--- config.mk ---
export PLATFORM = sky130hd
export DESIGN_NAME = nmea_rmc_field_extractor_core_flat
export DESIGN_NICKNAME = d
export VERILOG_FILES = /design/src/rtl/nrmc_pkg.sv /design/src/rtl/nrmc_intf.sv /design/src/rtl/nrmc_commit.sv /design/src/rtl/nmea_rmc_field_extractor_core.sv /design/src/flat_wrapper.sv
export SDC_FILE = /design/constraint.sdc
export NUM_CORES = 2
export LEC_CHECK = 0
export ABC_AREA = 1
export BUFFER_PORTS_ARGS = -buffer_cell sky130_fd_sc_hd__buf_2
export CAP_MARGIN = 10
export CORE_MARGIN = 2
export CORE_UTILIZATION = 60
export DETAILED_ROUTE_END_ITERATION = 12
export GPL_ROUTABILITY_DRIVEN = 0
export PLACE_DENSITY = 0.78
export REMOVE_ABC_BUFFERS = 1
export SLEW_MARGIN = 20
export SYNTH_ARGS = -nofsm -noshare
export SYNTH_HDL_FRONTEND = slang
export SYNTH_SLANG_ARGS = --single-unit
export TNS_END_PERCENT = 10
--- constraint.sdc ---
create_clock -name clk_i -period 10.8 [get_ports clk_i]
set_input_delay 1.08 -clock clk_i [delete_from_list [all_inputs] [get_ports clk_i]]
set_output_delay 1.08 -clock clk_i [all_outputs]
set_load 0.02 [all_outputs]
--- src/rtl/nrmc_pkg.sv ---
// ----------------------------------------------------------------------------
// nrmc_pkg
// Shared types, character codes, field numbers and helper functions for the
// RMC sentence field extractor.
// ----------------------------------------------------------------------------
package nrmc_pkg;

  // Character codes
  localparam logic [7:0] CHAR_LF     = 8'h0A;
  localparam logic [7:0] CHAR_DOLLAR = 8'h24;
  localparam logic [7:0] CHAR_COMMA  = 8'h2C;
  localparam logic [7:0] CHAR_DOT    = 8'h2E;
  localparam logic [7:0] CHAR_ZERO   = 8'h30;
  localparam logic [7:0] CHAR_NINE   = 8'h39;

  // Header progress
  localparam logic [2:0] HDR_IDLE = 3'd0;
  localparam logic [2:0] HDR_DONE = 3'd6;

  // Field numbers within the sentence
  localparam logic [3:0] FLD_NONE   = 4'd0;
  localparam logic [3:0] FLD_TIME   = 4'd1;
  localparam logic [3:0] FLD_STATUS = 4'd2;
  localparam logic [3:0] FLD_LAT    = 4'd3;
  localparam logic [3:0] FLD_LAT_NS = 4'd4;
  localparam logic [3:0] FLD_LON    = 4'd5;
  localparam logic [3:0] FLD_LON_EW = 4'd6;
  localparam logic [3:0] FLD_SPEED  = 4'd7;
  localparam logic [3:0] FLD_COURSE = 4'd8;
  localparam logic [3:0] FLD_DATE   = 4'd9;
  localparam logic [3:0] FLD_LAST   = 4'd15;

  // Accumulator width and ceiling
  localparam int unsigned ACC_W = 30;
  localparam logic [ACC_W-1:0] ACC_MAX = '1;

  // Scales and ceilings of the numeric fields
  localparam logic [13:0] SCALE_ONE     = 14'd1;
  localparam logic [13:0] SCALE_HUNDRED = 14'd100;
  localparam logic [13:0] SCALE_TENK    = 14'd10000;
  localparam logic [29:0] MAX_TIME      = 30'd999999;
  localparam logic [29:0] MAX_LAT       = 30'd99999999;
  localparam logic [29:0] MAX_LON       = 30'd999999999;
  localparam logic [29:0] MAX_SPEED     = 30'd9999999;

  // Open-field accumulators, handed to the commit logic
  typedef struct packed {
    logic [ACC_W-1:0] int_acc;
    logic [ACC_W-1:0] frac_acc;
  } field_acc_t;

  // One result item as held in the output registers
  typedef struct packed {
    logic        sentence_ok;
    logic [19:0] hms_value;
    logic [7:0]  fix_status;
    logic [26:0] lat_scaled;
    logic [7:0]  lat_hemisphere;
    logic [29:0] lon_scaled;
    logic [7:0]  lon_hemisphere;
    logic [23:0] speed_scaled;
    logic [23:0] course_scaled;
    logic [19:0] date_value;
  } rmc_result_t;

  // Expected header character at a given header position
  function automatic logic [7:0] header_char(input logic [2:0] pos);
    logic [7:0] c;
    case (pos)
      3'd1:    c = 8'h47;  // G
      3'd2:    c = 8'h50;  // P
      3'd3:    c = 8'h52;  // R
      3'd4:    c = 8'h4D;  // M
      3'd5:    c = 8'h43;  // C
      default: c = CHAR_DOLLAR;
    endcase
    return c;
  endfunction

  function automatic logic is_numeric_field(input logic [3:0] k);
    logic r;
    case (k)
      FLD_TIME, FLD_LAT, FLD_LON, FLD_SPEED, FLD_COURSE, FLD_DATE: r = 1'b1;
      default: r = 1'b0;
    endcase
    return r;
  endfunction

  function automatic logic has_fraction(input logic [3:0] k);
    logic r;
    case (k)
      FLD_LAT, FLD_LON, FLD_SPEED, FLD_COURSE: r = 1'b1;
      default: r = 1'b0;
    endcase
    return r;
  endfunction

  // acc*10 + d, saturating at the accumulator ceiling
  function automatic logic [ACC_W-1:0] push_digit(input logic [ACC_W-1:0] acc,
                                                  input logic [3:0] d);
    logic [ACC_W+3:0] v;
    v = ({4'b0, acc} << 3) + ({4'b0, acc} << 1) + {{ACC_W{1'b0}}, d};
    return (v > {4'b0, ACC_MAX}) ? ACC_MAX : v[ACC_W-1:0];
  endfunction

endpackage

--- src/rtl/nrmc_intf.sv ---
// ----------------------------------------------------------------------------
// nrmc channel interfaces
// Byte input channel and result output channel, valid/ready handshake.
// ----------------------------------------------------------------------------
interface nrmc_byte_if;
  logic       valid;
  logic       ready;
  logic [7:0] byte_in;

  modport source (output valid, output byte_in, input ready);
  modport sink   (input valid, input byte_in, output ready);
endinterface

interface nrmc_result_if;
  logic        valid;
  logic        ready;
  logic        sentence_ok;
  logic [19:0] hms_value;
  logic [7:0]  fix_status;
  logic [26:0] lat_scaled;
  logic [7:0]  lat_hemisphere;
  logic [29:0] lon_scaled;
  logic [7:0]  lon_hemisphere;
  logic [23:0] speed_scaled;
  logic [23:0] course_scaled;
  logic [19:0] date_value;

  modport source (output valid, output sentence_ok, output hms_value, output fix_status,
                  output lat_scaled, output lat_hemisphere, output lon_scaled,
                  output lon_hemisphere, output speed_scaled, output course_scaled,
                  output date_value, input ready);
  modport sink   (input valid, input sentence_ok, input hms_value, input fix_status,
                  input lat_scaled, input lat_hemisphere, input lon_scaled,
                  input lon_hemisphere, input speed_scaled, input course_scaled,
                  input date_value, output ready);
endinterface

--- src/rtl/nrmc_commit.sv ---
// ----------------------------------------------------------------------------
// nrmc_commit
// Scales the open field's accumulators (int*scale + fraction) and clamps the
// value to the field's range.
// ----------------------------------------------------------------------------
module nrmc_commit
  import nrmc_pkg::*;
(
  input  logic [3:0]  field_num_i,
  input  field_acc_t  acc_i,
  output logic [29:0] value_o
);

  logic [13:0]        scale;
  logic [29:0]        ceiling;
  logic [ACC_W-1:0]   frac_sel;
  logic [43:0]        product;
  logic [44:0]        total;

  // Pick scale and range for the field
  always_comb begin
    case (field_num_i)
      FLD_TIME, FLD_DATE: begin
        scale   = SCALE_ONE;
        ceiling = MAX_TIME;
      end
      FLD_LAT: begin
        scale   = SCALE_TENK;
        ceiling = MAX_LAT;
      end
      FLD_LON: begin
        scale   = SCALE_TENK;
        ceiling = MAX_LON;
      end
      FLD_SPEED, FLD_COURSE: begin
        scale   = SCALE_HUNDRED;
        ceiling = MAX_SPEED;
      end
      default: begin
        scale   = '0;
        ceiling = '0;
      end
    endcase
  end

  // Scale, add fraction, clamp
  assign frac_sel = has_fraction(field_num_i) ? acc_i.frac_acc : '0;
  assign product  = acc_i.int_acc * scale;
  assign total    = {1'b0, product} + {15'b0, frac_sel};
  assign value_o  = (total > {15'b0, ceiling}) ? ceiling : total[29:0];

endmodule

--- src/rtl/nmea_rmc_field_extractor_core.sv ---
// ----------------------------------------------------------------------------
// nmea_rmc_field_extractor_core
// Parses an RMC sentence from a byte stream and emits its fields on line feed.
// ----------------------------------------------------------------------------
// A line feed's result is registered in the head, or in the skid while it waits.
// Throughput: one byte per cycle; every byte is handled in the cycle it enters,
//   set by the digit accumulate and the field scale-and-clamp multiplier.
// A second result register takes a line feed while one result waits; the input
//   stalls only while both result registers are full.
// Reset: asynchronous, active low; returns the parser to idle, no result held.
module nmea_rmc_field_extractor_core
  import nrmc_pkg::*;
(
  input  logic                 clk_i,
  input  logic                 rst_ni,
  nrmc_byte_if.sink            in_i,
  nrmc_result_if.source        out_o
);

  // Parser state
  logic [2:0]       hdr_pos_q, hdr_pos_d;
  logic             hdr_match_q, hdr_match_d;
  logic [3:0]       field_num_q, field_num_d;
  logic             in_frac_q, in_frac_d;
  logic             stopped_q, stopped_d;
  logic             first_q, first_d;
  field_acc_t       acc_q, acc_d;

  // Held field values
  logic [19:0] utc_q, utc_d;
  logic [7:0]  status_q, status_d;
  logic [26:0] lat_q, lat_d;
  logic [7:0]  lat_ns_q, lat_ns_d;
  logic [29:0] lon_q, lon_d;
  logic [7:0]  lon_ew_q, lon_ew_d;
  logic [23:0] speed_q, speed_d;
  logic [23:0] course_q, course_d;
  logic [19:0] date_q, date_d;

  // Held values with the open field committed
  logic [19:0] cur_utc;
  logic [26:0] cur_lat;
  logic [29:0] cur_lon;
  logic [23:0] cur_speed;
  logic [23:0] cur_course;
  logic [19:0] cur_date;

  // Result registers: head drives the channel, skid catches one more item
  rmc_result_t res_d;
  rmc_result_t out_q;
  rmc_result_t skid_q;
  logic        out_valid_q;
  logic        skid_valid_q;
  logic        out_take;

  logic        in_fire;
  logic        emit;
  logic        ok;
  logic [7:0]  b;
  logic [29:0] commit_val;

  assign in_i.ready = !skid_valid_q;
  assign in_fire    = in_i.valid && in_i.ready;
  assign b          = in_i.byte_in;
  assign emit       = in_fire && (b == CHAR_LF);
  assign ok         = hdr_match_q && (hdr_pos_q == HDR_DONE);
  assign out_take   = out_valid_q && out_o.ready;

  nrmc_commit u_commit (
    .field_num_i (field_num_q),
    .acc_i       (acc_q),
    .value_o     (commit_val)
  );

  // Overlay the committed open field on the held values
  always_comb begin
    cur_utc    = (field_num_q == FLD_TIME)   ? commit_val[19:0] : utc_q;
    cur_lat    = (field_num_q == FLD_LAT)    ? commit_val[26:0] : lat_q;
    cur_lon    = (field_num_q == FLD_LON)    ? commit_val       : lon_q;
    cur_speed  = (field_num_q == FLD_SPEED)  ? commit_val[23:0] : speed_q;
    cur_course = (field_num_q == FLD_COURSE) ? commit_val[23:0] : course_q;
    cur_date   = (field_num_q == FLD_DATE)   ? commit_val[19:0] : date_q;
  end

  // Next parser state for the accepted byte
  always_comb begin
    hdr_pos_d   = hdr_pos_q;
    hdr_match_d = hdr_match_q;
    field_num_d = field_num_q;
    in_frac_d   = in_frac_q;
    stopped_d   = stopped_q;
    first_d     = first_q;
    acc_d       = acc_q;
    utc_d       = utc_q;
    status_d    = status_q;
    lat_d       = lat_q;
    lat_ns_d    = lat_ns_q;
    lon_d       = lon_q;
    lon_ew_d    = lon_ew_q;
    speed_d     = speed_q;
    course_d    = course_q;
    date_d      = date_q;

    if (in_fire) begin
      if ((b == CHAR_LF) || (b == CHAR_DOLLAR)) begin
        // Drop everything; a dollar opens a new header
        hdr_pos_d   = (b == CHAR_DOLLAR) ? 3'd1 : HDR_IDLE;
        hdr_match_d = (b == CHAR_DOLLAR);
        field_num_d = FLD_NONE;
        in_frac_d   = 1'b0;
        stopped_d   = 1'b0;
        first_d     = 1'b1;
        acc_d       = '0;
        utc_d       = '0;
        status_d    = '0;
        lat_d       = '0;
        lat_ns_d    = '0;
        lon_d       = '0;
        lon_ew_d    = '0;
        speed_d     = '0;
        course_d    = '0;
        date_d      = '0;
      end else if (hdr_pos_q == HDR_IDLE) begin
        // Ignore bytes outside a sentence
      end else if (hdr_pos_q < HDR_DONE) begin
        // Compare header bytes
        if (b != header_char(hdr_pos_q)) hdr_match_d = 1'b0;
        hdr_pos_d = hdr_pos_q + 3'd1;
      end else if (b == CHAR_COMMA) begin
        // Commit the open field and advance
        utc_d       = cur_utc;
        lat_d       = cur_lat;
        lon_d       = cur_lon;
        speed_d     = cur_speed;
        course_d    = cur_course;
        date_d      = cur_date;
        field_num_d = (field_num_q == FLD_LAST) ? FLD_LAST : field_num_q + 4'd1;
        in_frac_d   = 1'b0;
        stopped_d   = 1'b0;
        first_d     = 1'b1;
        acc_d       = '0;
      end else if (is_numeric_field(field_num_q)) begin
        // Accumulate digits until the first non-digit other than a fraction's point
        first_d = 1'b0;
        if (!stopped_q) begin
          if ((b >= CHAR_ZERO) && (b <= CHAR_NINE)) begin
            if (in_frac_q) acc_d.frac_acc = push_digit(acc_q.frac_acc, b[3:0]);
            else           acc_d.int_acc  = push_digit(acc_q.int_acc, b[3:0]);
          end else if ((b == CHAR_DOT) && !in_frac_q && has_fraction(field_num_q)) begin
            in_frac_d = 1'b1;
          end else begin
            stopped_d = 1'b1;
          end
        end
      end else if ((field_num_q == FLD_STATUS) || (field_num_q == FLD_LAT_NS) ||
                   (field_num_q == FLD_LON_EW)) begin
        // Keep the first byte of a character field
        first_d = 1'b0;
        if (first_q) begin
          case (field_num_q)
            FLD_STATUS: status_d = b;
            FLD_LAT_NS: lat_ns_d = b;
            default:    lon_ew_d = b;
          endcase
        end
      end
    end
  end

  // Parser registers
  always_ff @(posedge clk_i or negedge rst_ni) begin
    if (!rst_ni) begin
      hdr_pos_q   <= HDR_IDLE;
      hdr_match_q <= 1'b0;
      field_num_q <= FLD_NONE;
      in_frac_q   <= 1'b0;
      stopped_q   <= 1'b0;
      first_q     <= 1'b1;
      acc_q       <= '0;
      utc_q       <= '0;
      status_q    <= '0;
      lat_q       <= '0;
      lat_ns_q    <= '0;
      lon_q       <= '0;
      lon_ew_q    <= '0;
      speed_q     <= '0;
      course_q    <= '0;
      date_q      <= '0;
    end else begin
      hdr_pos_q   <= hdr_pos_d;
      hdr_match_q <= hdr_match_d;
      field_num_q <= field_num_d;
      in_frac_q   <= in_frac_d;
      stopped_q   <= stopped_d;
      first_q     <= first_d;
      acc_q       <= acc_d;
      utc_q       <= utc_d;
      status_q    <= status_d;
      lat_q       <= lat_d;
      lat_ns_q    <= lat_ns_d;
      lon_q       <= lon_d;
      lon_ew_q    <= lon_ew_d;
      speed_q     <= speed_d;
      course_q    <= course_d;
      date_q      <= date_d;
    end
  end

  // Build the result item, zeroed when the header failed
  always_comb begin
    res_d             = '0;
    res_d.sentence_ok = ok;
    if (ok) begin
      res_d.hms_value      = cur_utc;
      res_d.fix_status     = status_q;
      res_d.lat_scaled     = cur_lat;
      res_d.lat_hemisphere = lat_ns_q;
      res_d.lon_scaled     = cur_lon;
      res_d.lon_hemisphere = lon_ew_q;
      res_d.speed_scaled   = cur_speed;
      res_d.course_scaled  = cur_course;
      res_d.date_value     = cur_date;
    end
  end

  // Result valid flags: load head or skid on line feed, refill head from skid
  always_ff @(posedge clk_i or negedge rst_ni) begin
    if (!rst_ni) begin
      out_valid_q  <= 1'b0;
      skid_valid_q <= 1'b0;
    end else if (emit) begin
      if (out_valid_q && !out_o.ready) begin
        skid_valid_q <= 1'b1;
      end else begin
        out_valid_q <= 1'b1;
      end
    end else if (out_take) begin
      if (skid_valid_q) begin
        skid_valid_q <= 1'b0;
      end else begin
        out_valid_q <= 1'b0;
      end
    end
  end

  // Result payload: hold while waiting, advance skid into head once taken
  always_ff @(posedge clk_i or negedge rst_ni) begin
    if (!rst_ni) begin
      out_q  <= '0;
      skid_q <= '0;
    end else if (emit) begin
      if (out_valid_q && !out_o.ready) begin
        skid_q <= res_d;
      end else begin
        out_q <= res_d;
      end
    end else if (out_take && skid_valid_q) begin
      out_q <= skid_q;
    end
  end

  assign out_o.valid          = out_valid_q;
  assign out_o.sentence_ok    = out_q.sentence_ok;
  assign out_o.hms_value      = out_q.hms_value;
  assign out_o.fix_status     = out_q.fix_status;
  assign out_o.lat_scaled     = out_q.lat_scaled;
  assign out_o.lat_hemisphere = out_q.lat_hemisphere;
  assign out_o.lon_scaled     = out_q.lon_scaled;
  assign out_o.lon_hemisphere = out_q.lon_hemisphere;
  assign out_o.speed_scaled   = out_q.speed_scaled;
  assign out_o.course_scaled  = out_q.course_scaled;
  assign out_o.date_value     = out_q.date_value;

  // Checks
  a_lf_emits: assert property (@(posedge clk_i) disable iff (!rst_ni)
    emit |=> out_valid_q)
    else $error("line feed did not produce a result item");

  a_lf_clears: assert property (@(posedge clk_i) disable iff (!rst_ni)
    emit |=> (hdr_pos_q == HDR_IDLE) && (field_num_q == FLD_NONE))
    else $error("parser not idle after line feed");

  a_fields_after_header: assert property (@(posedge clk_i) disable iff (!rst_ni)
    (field_num_q != FLD_NONE) |-> (hdr_pos_q == HDR_DONE))
    else $error("field stepping before header complete");

  a_bad_sentence_zero: assert property (@(posedge clk_i) disable iff (!rst_ni)
    (out_valid_q && !out_o.sentence_ok) |->
      (out_o.hms_value == '0) && (out_o.lat_scaled == '0) && (out_o.lon_scaled == '0) &&
      (out_o.date_value == '0) && (out_o.fix_status == '0))
    else $error("rejected sentence carries field data");

  a_skid_behind_head: assert property (@(posedge clk_i) disable iff (!rst_ni)
    skid_valid_q |-> out_valid_q)
    else $error("skid holds a result item with the head empty");

endmodule

--- src/flat_wrapper.sv ---
// flat-port wrapper written by rule: the top's interface ports become plain ports
module nmea_rmc_field_extractor_core_flat import nrmc_pkg::*;
  (clk_i, rst_ni, in_i_valid, in_i_byte_in, in_i_ready, out_o_valid, out_o_sentence_ok, out_o_hms_value, out_o_fix_status, out_o_lat_scaled, out_o_lat_hemisphere, out_o_lon_scaled, out_o_lon_hemisphere, out_o_speed_scaled, out_o_course_scaled, out_o_date_value, out_o_ready);
  nrmc_byte_if in_i_i ();
  nrmc_result_if out_o_i ();
  input  logic clk_i;
  input  logic rst_ni;
  input wire logic [$bits(in_i_i.valid)-1:0] in_i_valid;
  input wire logic [$bits(in_i_i.byte_in)-1:0] in_i_byte_in;
  output wire logic [$bits(in_i_i.ready)-1:0] in_i_ready;
  output wire logic [$bits(out_o_i.valid)-1:0] out_o_valid;
  output wire logic [$bits(out_o_i.sentence_ok)-1:0] out_o_sentence_ok;
  output wire logic [$bits(out_o_i.hms_value)-1:0] out_o_hms_value;
  output wire logic [$bits(out_o_i.fix_status)-1:0] out_o_fix_status;
  output wire logic [$bits(out_o_i.lat_scaled)-1:0] out_o_lat_scaled;
  output wire logic [$bits(out_o_i.lat_hemisphere)-1:0] out_o_lat_hemisphere;
  output wire logic [$bits(out_o_i.lon_scaled)-1:0] out_o_lon_scaled;
  output wire logic [$bits(out_o_i.lon_hemisphere)-1:0] out_o_lon_hemisphere;
  output wire logic [$bits(out_o_i.speed_scaled)-1:0] out_o_speed_scaled;
  output wire logic [$bits(out_o_i.course_scaled)-1:0] out_o_course_scaled;
  output wire logic [$bits(out_o_i.date_value)-1:0] out_o_date_value;
  input wire logic [$bits(out_o_i.ready)-1:0] out_o_ready;
  assign in_i_i.valid = in_i_valid;
  assign in_i_i.byte_in = in_i_byte_in;
  assign in_i_ready = in_i_i.ready;
  assign out_o_valid = out_o_i.valid;
  assign out_o_sentence_ok = out_o_i.sentence_ok;
  assign out_o_hms_value = out_o_i.hms_value;
  assign out_o_fix_status = out_o_i.fix_status;
  assign out_o_lat_scaled = out_o_i.lat_scaled;
  assign out_o_lat_hemisphere = out_o_i.lat_hemisphere;
  assign out_o_lon_scaled = out_o_i.lon_scaled;
  assign out_o_lon_hemisphere = out_o_i.lon_hemisphere;
  assign out_o_speed_scaled = out_o_i.speed_scaled;
  assign out_o_course_scaled = out_o_i.course_scaled;
  assign out_o_date_value = out_o_i.date_value;
  assign out_o_i.ready = out_o_ready;
  nmea_rmc_field_extractor_core u_core (.clk_i(clk_i), .rst_ni(rst_ni), .in_i(in_i_i), .out_o(out_o_i));
endmodule
Word-level counts from Yosys, hierarchy flattened
Index checks and enable logic that the tools add are counted.

Register bits: 582. Latch bits: 0. Memory bits (writable): 0. Memory bits (read-only): 0. Input bits: 12. Output and inout port bits: 172. Word-level logic and storage cells: 271. Memories kept: 0.

$add $sub $neg: 7. Multiply operators: 1. Divide/modulo/power cells: 0. $lt $le $gt $ge: 6. Eq/ne operators: 32. Shift-type cells: 0. Multiplexer cells: 135. Bitwise logic cells: 0. Reduce and logical (&&, ||, !) cells: 51.

Operator list (count): two-way mux 170 bit (3); two-way mux 60 bit (7); two-way mux 30 bit (11); two-way mux 24 bit (10); two-way mux 8 bit (28); two-way mux 20 bit (10); two-way mux 169 bit (1); two-way mux 27 bit (5); case mux 30 bit (4 select lines) (1); adder 33 x 31 -> 34 bit (2); adder 34 x 4 -> 34 bit (2); > comparator 34 x 30 -> 1 bit (second input constant) (2); two-way mux 1 bit (49); adder 44 x 30 -> 45 bit (1); > comparator 45 x 30 -> 1 bit (1); multiplier 30 x 14 -> 44 bit (1); case mux 14 bit (3 select lines) (1); case mux 7 bit (5 select lines) (1); == test 8 x 6 -> 1 bit (second input constant) (3); AND reduction 8 bit (3); AND reduction 7 bit (3); two-way mux 4 bit (5); nonzero test 2 bit (9); == test 4 x 3 -> 1 bit (second input constant) (4); 30 further kinds (69).

Longest topological paths before layout
Depth after elaboration: 23. Mapped depth: 53. Mapped depth without buffers: 52.

Hierarchy
From an unflattened synthesis, not the netlist that was laid out.

Cells, all modules: 5926. Area, all modules: 44948.1 um^2.

By module, submodules not included: nmea_rmc_field_extractor_core (times used 1, cells each 4097, area an instance 31771.7 um^2, seq. area each 14565.2 um^2); nrmc_commit (times used 1, cells each 1829, area an instance 13176.4 um^2, seq. area each 0.0 um^2).

Worst setup path after synthesis
OpenSTA, ideal clock, no wires.

Path kind: register to register. Start: register u_core.field_num_q[1]. End: register u_core.out_q, in the netlist u_core.out_o.hms_value[18]. Setup time: 0.116 ns. Arrival: 8.026 ns. Required time: 10.684 ns. Path slack: 2.658 ns. Stages on the path, launching flop included: 45. Path buffers: 3. Period minus slack after synthesis: 8.142 ns. Cells stage by stage: dfrtp_1 -> inv_1 -> ha_1 -> inv_1 -> nor2_1 -> inv_2 -> nand2_1 -> inv_2 -> clkbuf_1 -> buf_1 -> nor2_1 -> ha_1 -> inv_1 -> fa_1 -> inv_1 -> fa_1 -> fa_1 -> fa_1 -> (+9 left out) -> nand2_1 -> a31oi_1 -> xnor2_1 -> ha_1 -> nand2_1 -> nor4_1 -> nand4_1 -> nor2_1 -> a21oi_1 -> nor3_4 -> buf_4 -> nand4_1 -> nand2_1 -> nand2_1 -> nand3_1 -> nand2_1 -> nand2_1 -> nand2_1.

Longest elaborated chain between the ends: 11. Elaborated cells between the ends (all ways): 22. Those cells by class: add/sub: 1; mul: 1; order compare: 1; eq/ne: 6; mux: 9; reduce/logical: 4.

RTL lines: start, declared (line nmea_rmc_field_extractor_core.sv:23) `logic [3:0] field_num_q, field_num_d;`; start signal, assigned (line nmea_rmc_field_extractor_core.sv:192) `field_num_q <= field_num_d;`; == test 4 bit (tied with other cells) (line nrmc_pkg.sv:91, nrmc_commit.sv:22); OR reduction 2 bit (tied with other cells) (line nrmc_commit.sv:22) `case (field_num_i)`; case mux 14 bit (3 select lines) / two-way mux 1 bit (equally long branches) (line nrmc_commit.sv:22, nrmc_pkg.sv:91); multiplier 30 x 14 -> 44 bit / two-way mux 30 bit (equally long branches) (line nrmc_commit.sv:48, nrmc_commit.sv:47); adder 44 x 30 -> 45 bit (line nrmc_commit.sv:49) `assign total = {1'b0, product} + {15'b0, frac_sel};`; > comparator 45 x 30 -> 1 bit (line nrmc_commit.sv:50) `assign value_o = (total > {15'b0, ceiling}) ? ceiling : total[29:0];`; two-way mux 30 bit (line nrmc_commit.sv:50); two-way mux 20 bit (*) (line nmea_rmc_field_extractor_core.sv:77) `cur_utc = (field_num_q == FLD_TIME) ? commit_val[19:0] : utc_q;`; two-way mux 169 bit (*) (line nmea_rmc_field_extractor_core.sv:213) `if (ok) begin`; two-way mux 170 bit (*) (line nmea_rmc_field_extractor_core.sv:252) `if (out_valid_q && !out_o.ready) begin`; two-way mux 170 bit (*) (line nmea_rmc_field_extractor_core.sv:251) `end else if (emit) begin`; end signal, assigned (line nmea_rmc_field_extractor_core.sv:255) `out_q <= res_d;`; end signal, assigned (line nmea_rmc_field_extractor_core.sv:258) `out_q <= skid_q;`; end, declared (line nmea_rmc_field_extractor_core.sv:50) `rmc_result_t out_q;`.

Every way passes the cells marked *; elsewhere a longest branch is shown, timed or not. The select of a mux whose other input is x is not followed. A chain may end at the register's enable or synchronous reset.

Final worst setup path
Start: register u_core.field_num_q[1]. End: register u_core.out_q, in the netlist u_core.out_o.lon_scaled[13].

Longest elaborated chain between the ends: 11. Elaborated cells between the ends (all ways): 22. Those cells by class: add/sub: 1; mul: 1; order compare: 1; eq/ne: 6; mux: 9; reduce/logical: 4.

RTL lines: == test 4 bit (tied with other cells) (line nrmc_pkg.sv:91, nrmc_commit.sv:22); OR reduction 2 bit (tied with other cells) (line nrmc_commit.sv:22); case mux 14 bit (3 select lines) / two-way mux 1 bit (equally long branches) (line nrmc_commit.sv:22, nrmc_pkg.sv:91); multiplier 30 x 14 -> 44 bit / two-way mux 30 bit (equally long branches) (line nrmc_commit.sv:48, nrmc_commit.sv:47); adder 44 x 30 -> 45 bit (line nrmc_commit.sv:49); > comparator 45 x 30 -> 1 bit (line nrmc_commit.sv:50); two-way mux 30 bit (line nrmc_commit.sv:50); two-way mux 30 bit (*) (line nmea_rmc_field_extractor_core.sv:79) `cur_lon = (field_num_q == FLD_LON) ? commit_val : lon_q;`; two-way mux 169 bit (*) (line nmea_rmc_field_extractor_core.sv:213); two-way mux 170 bit (*) (line nmea_rmc_field_extractor_core.sv:252); two-way mux 170 bit (*) (line nmea_rmc_field_extractor_core.sv:251).

Marks and branches as above.

==> results.md <==
- Status: complete, no violations
- Worst Skew: 0.0359 ns
- Fin Setup TNS: 0 ns
- Clock Tree Buf Depth: 3
- Share of the synthesized area in the top cell type: 33.6%
- Post-Route WL: 114,000 um
- Max rail drop VDD: 118 uV
- Die width: 273 um
- Fmax achieved: 0.0997 GHz
- CP startpoint kind: flop
- I/O pin cnt: approximately 180
- Drt first pass iters: 6
- WP data required: 11.31 ns
- Chip Height: 273 um
- Slowest-stage cell, CP: fa_1
- DR vias: between 30,000 and 40,000
- Nature of the critical path endpoint: flop
- Dpl hpwl: approximately 80,000 um
- Worst skew pair latency: 0.62 ns
- Final setup fails: 0
- DP Cell Count: between 6,000 and 7,000
- Sequential share of the synthesized area: 33.7%
- EDFF count, synth: 0
- Share of cells above drive strength 1: 6.82%
- Postcts setup bufs: 0
- RSZ-0062 raised after global routing: false
- Worst Max-Slew Pin Slew: about 1.1 ns
- Number of register bits inferred by synthesis: roughly 580
- Rel. slew slack: 24.0%
- Netlist cell types: 51
- # rows: ~100
- WHS: 0.471 ns
- Via density: 5.57
- Vias in the first global route: approximately 37,000
- Initial DRC Count: 3,521
- Total grt overflow: 0
- Antenna cells: 0
- H-tree depth: 3
- Most frequent cells in the layout: nand2_1 (1,752), inv_1 (742), nor2_1 (615)
- Max-slew violations: 0
- GRT Overall Usage: a little under a third
- Clock root buffer: clkbuf_16
- CTS tree: yes
- Crit path max fanout: 26
- Starting density of the core: 60.5%
- Dominant cell type by area after synthesis: dfrtp_1
- Critical Path Most Common Cell: nand2_1
- HP Class: reg2reg
- Initial antenna violation count: 0
- Die area: 0.0743 mm^2
- Total CTS buffers: 66
- Critical path class: reg2reg
- Most used DFF post-synth: dfrtp_1
- PwrDens: 118 mW/mm^2
- ANT nets after route: 0
- Ys async rst share: between 90% and 100%
- WL per Instance: 16.7 um
- Pwr Total: 5.55 mW
- Core box area: approximately 0.071 mm^2
- Filler cells: around 5,900
- Number of I/O port buffers: 183
- Arr. time, crit path: around 11 ns
- Min cycle time layout: 10.03 ns
- Largest net degree at the start of global routing: 220
- Most common cell after layout, fill and taps aside: nand2_1
- Synth-to-Final Area Change: 8.97%
- Final hold violations: 0
- Post-layout nets: approximately 6,500
- Synthesis Warnings: 0
- Synth top area cells: dfrtp_1 (34%), nand2_1 (15%), ha_1 (11%)
- CTS hold repair buffers: 0
- Synth Cell Area: 0.0433 mm^2
- DRC viols: 0
- Final period utilization: between 90% and 100%
- Clk pin slew, worst setup/hold paths: approximately 0.06 ns
- Clock sink total: around 580
- Mapped Cells: between 5,000 and 6,000
- Max-Cap Viols: 0
- Biggest cell delay along the critical path: 0.54 ns
- P_leak: roughly 25 nW
- Global-route wire length before repair: approximately 190,000 um
- Fin cells: roughly 6,900
- Cts repair resizes: 0
- Avg Inst Size Synth: 7.44 um^2
- Final Util: 66.0%
## Yosys cell counts (9+ instances only)
master,instances
nand2_1,1753
inv_1,744
nor2_1,626
dfrtp_1,581
nand3_1,449
ha_1,381
o21ai_0,273
fa_1,209
clkbuf_1,197
a21oi_1,146
o21ai_1,105
xor2_1,44
nand4_1,40
xnor2_1,39
a31oi_1,32
nor3_1,26
inv_2,25
buf_2,24
o21bai_1,14
or2_2,14
buf_1,13
nor4_1,9
## area by class of cell
class | instances | area, um^2 | area share, %
Clock buffer | 99 | 2010 | 4.26
Clock inverter | 15 | 249 | 0.528
Inverter | 773 | 2920 | 6.20
Multi-Input combinational cell | 4227 | 25000 | 52.9
Sequential cell | 582 | 14600 | 30.9
Tap cell | 950 | 1190 | 2.52
Timing Repair Buffer | 224 | 1280 | 2.72
## report_power, final
part / leakage, nW / total (mW) / switching [mW] / internal (mW)
Combinational: 16.8 / 0.894 / 0.663 / 0.231
Sequential: 7.46 / 2.32 / 0.0433 / 2.28
Clock: 1.11 / 2.34 / 0.927 / 1.41
Total: 25.4 / 5.55 / 1.63 / 3.92
## registers in the layout, indices dropped and copies added, names as in the netlist, 20 cells and up
name,flops
u_core.skid_q,170
u_core.acc_q,60
u_core.lon_q,30
u_core.out_o.lon_scaled,30
u_core.lat_q,27
u_core.out_o.lat_scaled,27
u_core.course_q,24
u_core.out_o.course_scaled,24
u_core.out_o.speed_scaled,24
u_core.speed_q,24
u_core.date_q,20
u_core.out_o.date_value,20
u_core.out_o.hms_value,20
u_core.utc_q,20
## cells by family (layout without fill, tap and decap cells)
kind of cell	count (synthesis)	count (layout)	share of synthesized area, %
xor+xnor	83	83	1.68
compound gates	608	608	7.46
simple gates	2946	2946	27.6
buf+inv	1012	1111	8.90
flops	582	582	33.7
fa+ha+maj	590	590	20.7
## worst max-delay path: cells and delay by family, from the launching register on
kind	cells	cell delay (ns)
XOR/XNOR	1	0.32
adder cells (fa/ha/maj)	9	3.57
buffers and inverters	12	1.88
AND/OR/NAND/NOR	23	3.02
flip-flops	1	0.40
AO/OA/AOI/OAI	3	0.71
## per-stage QoR
stage	cell area (um^2)	setup WS (ns)
floorplan	42300	-6.31
global placement	44900	0.942
detailed placement	44900	0.754
CTS	47200	0.741
global route	47200	0.0400
finish	47200	0.766
## per-layer routing
metal  part of all wire (%)  vias to the layer above  global-route usage [%]
met2                     47                     1387                    50.9
met4                    4.0                        0                    12.5
met1                     42                    18200                    41.9
met3                    6.7                      261                    4.43
met5                      0                        -                       0
li1                       -                    18400                       -
## path summary, 6_finish.rpt
kind                                              startpoint                                      end  slack (ns)  cells past startpoint
max                        u_core.field_num_q[1]$_DFFE_PN0P_  u_core.out_o.lon_scaled[13]$_DFFE_PN0P_        0.77                     48
min in group asynchronous                             rst_ni     u_core.out_o.sentence_ok$_DFFE_PN0P_        0.54                      1
min                           u_core.speed_q[19]$_DFFE_PN0P_           u_core.speed_q[19]$_DFFE_PN0P_        0.47                      2
min reg2reg                   u_core.speed_q[19]$_DFFE_PN0P_           u_core.speed_q[19]$_DFFE_PN0P_        0.47                      2
max in group asynchronous                             rst_ni              u_core.lat_q[9]$_DFFE_PN0P_        7.83                      3
max reg2reg                u_core.field_num_q[1]$_DFFE_PN0P_  u_core.out_o.lon_scaled[13]$_DFFE_PN0P_        0.77                     48
Note: power is estimated with default switching activity, not from simulation.
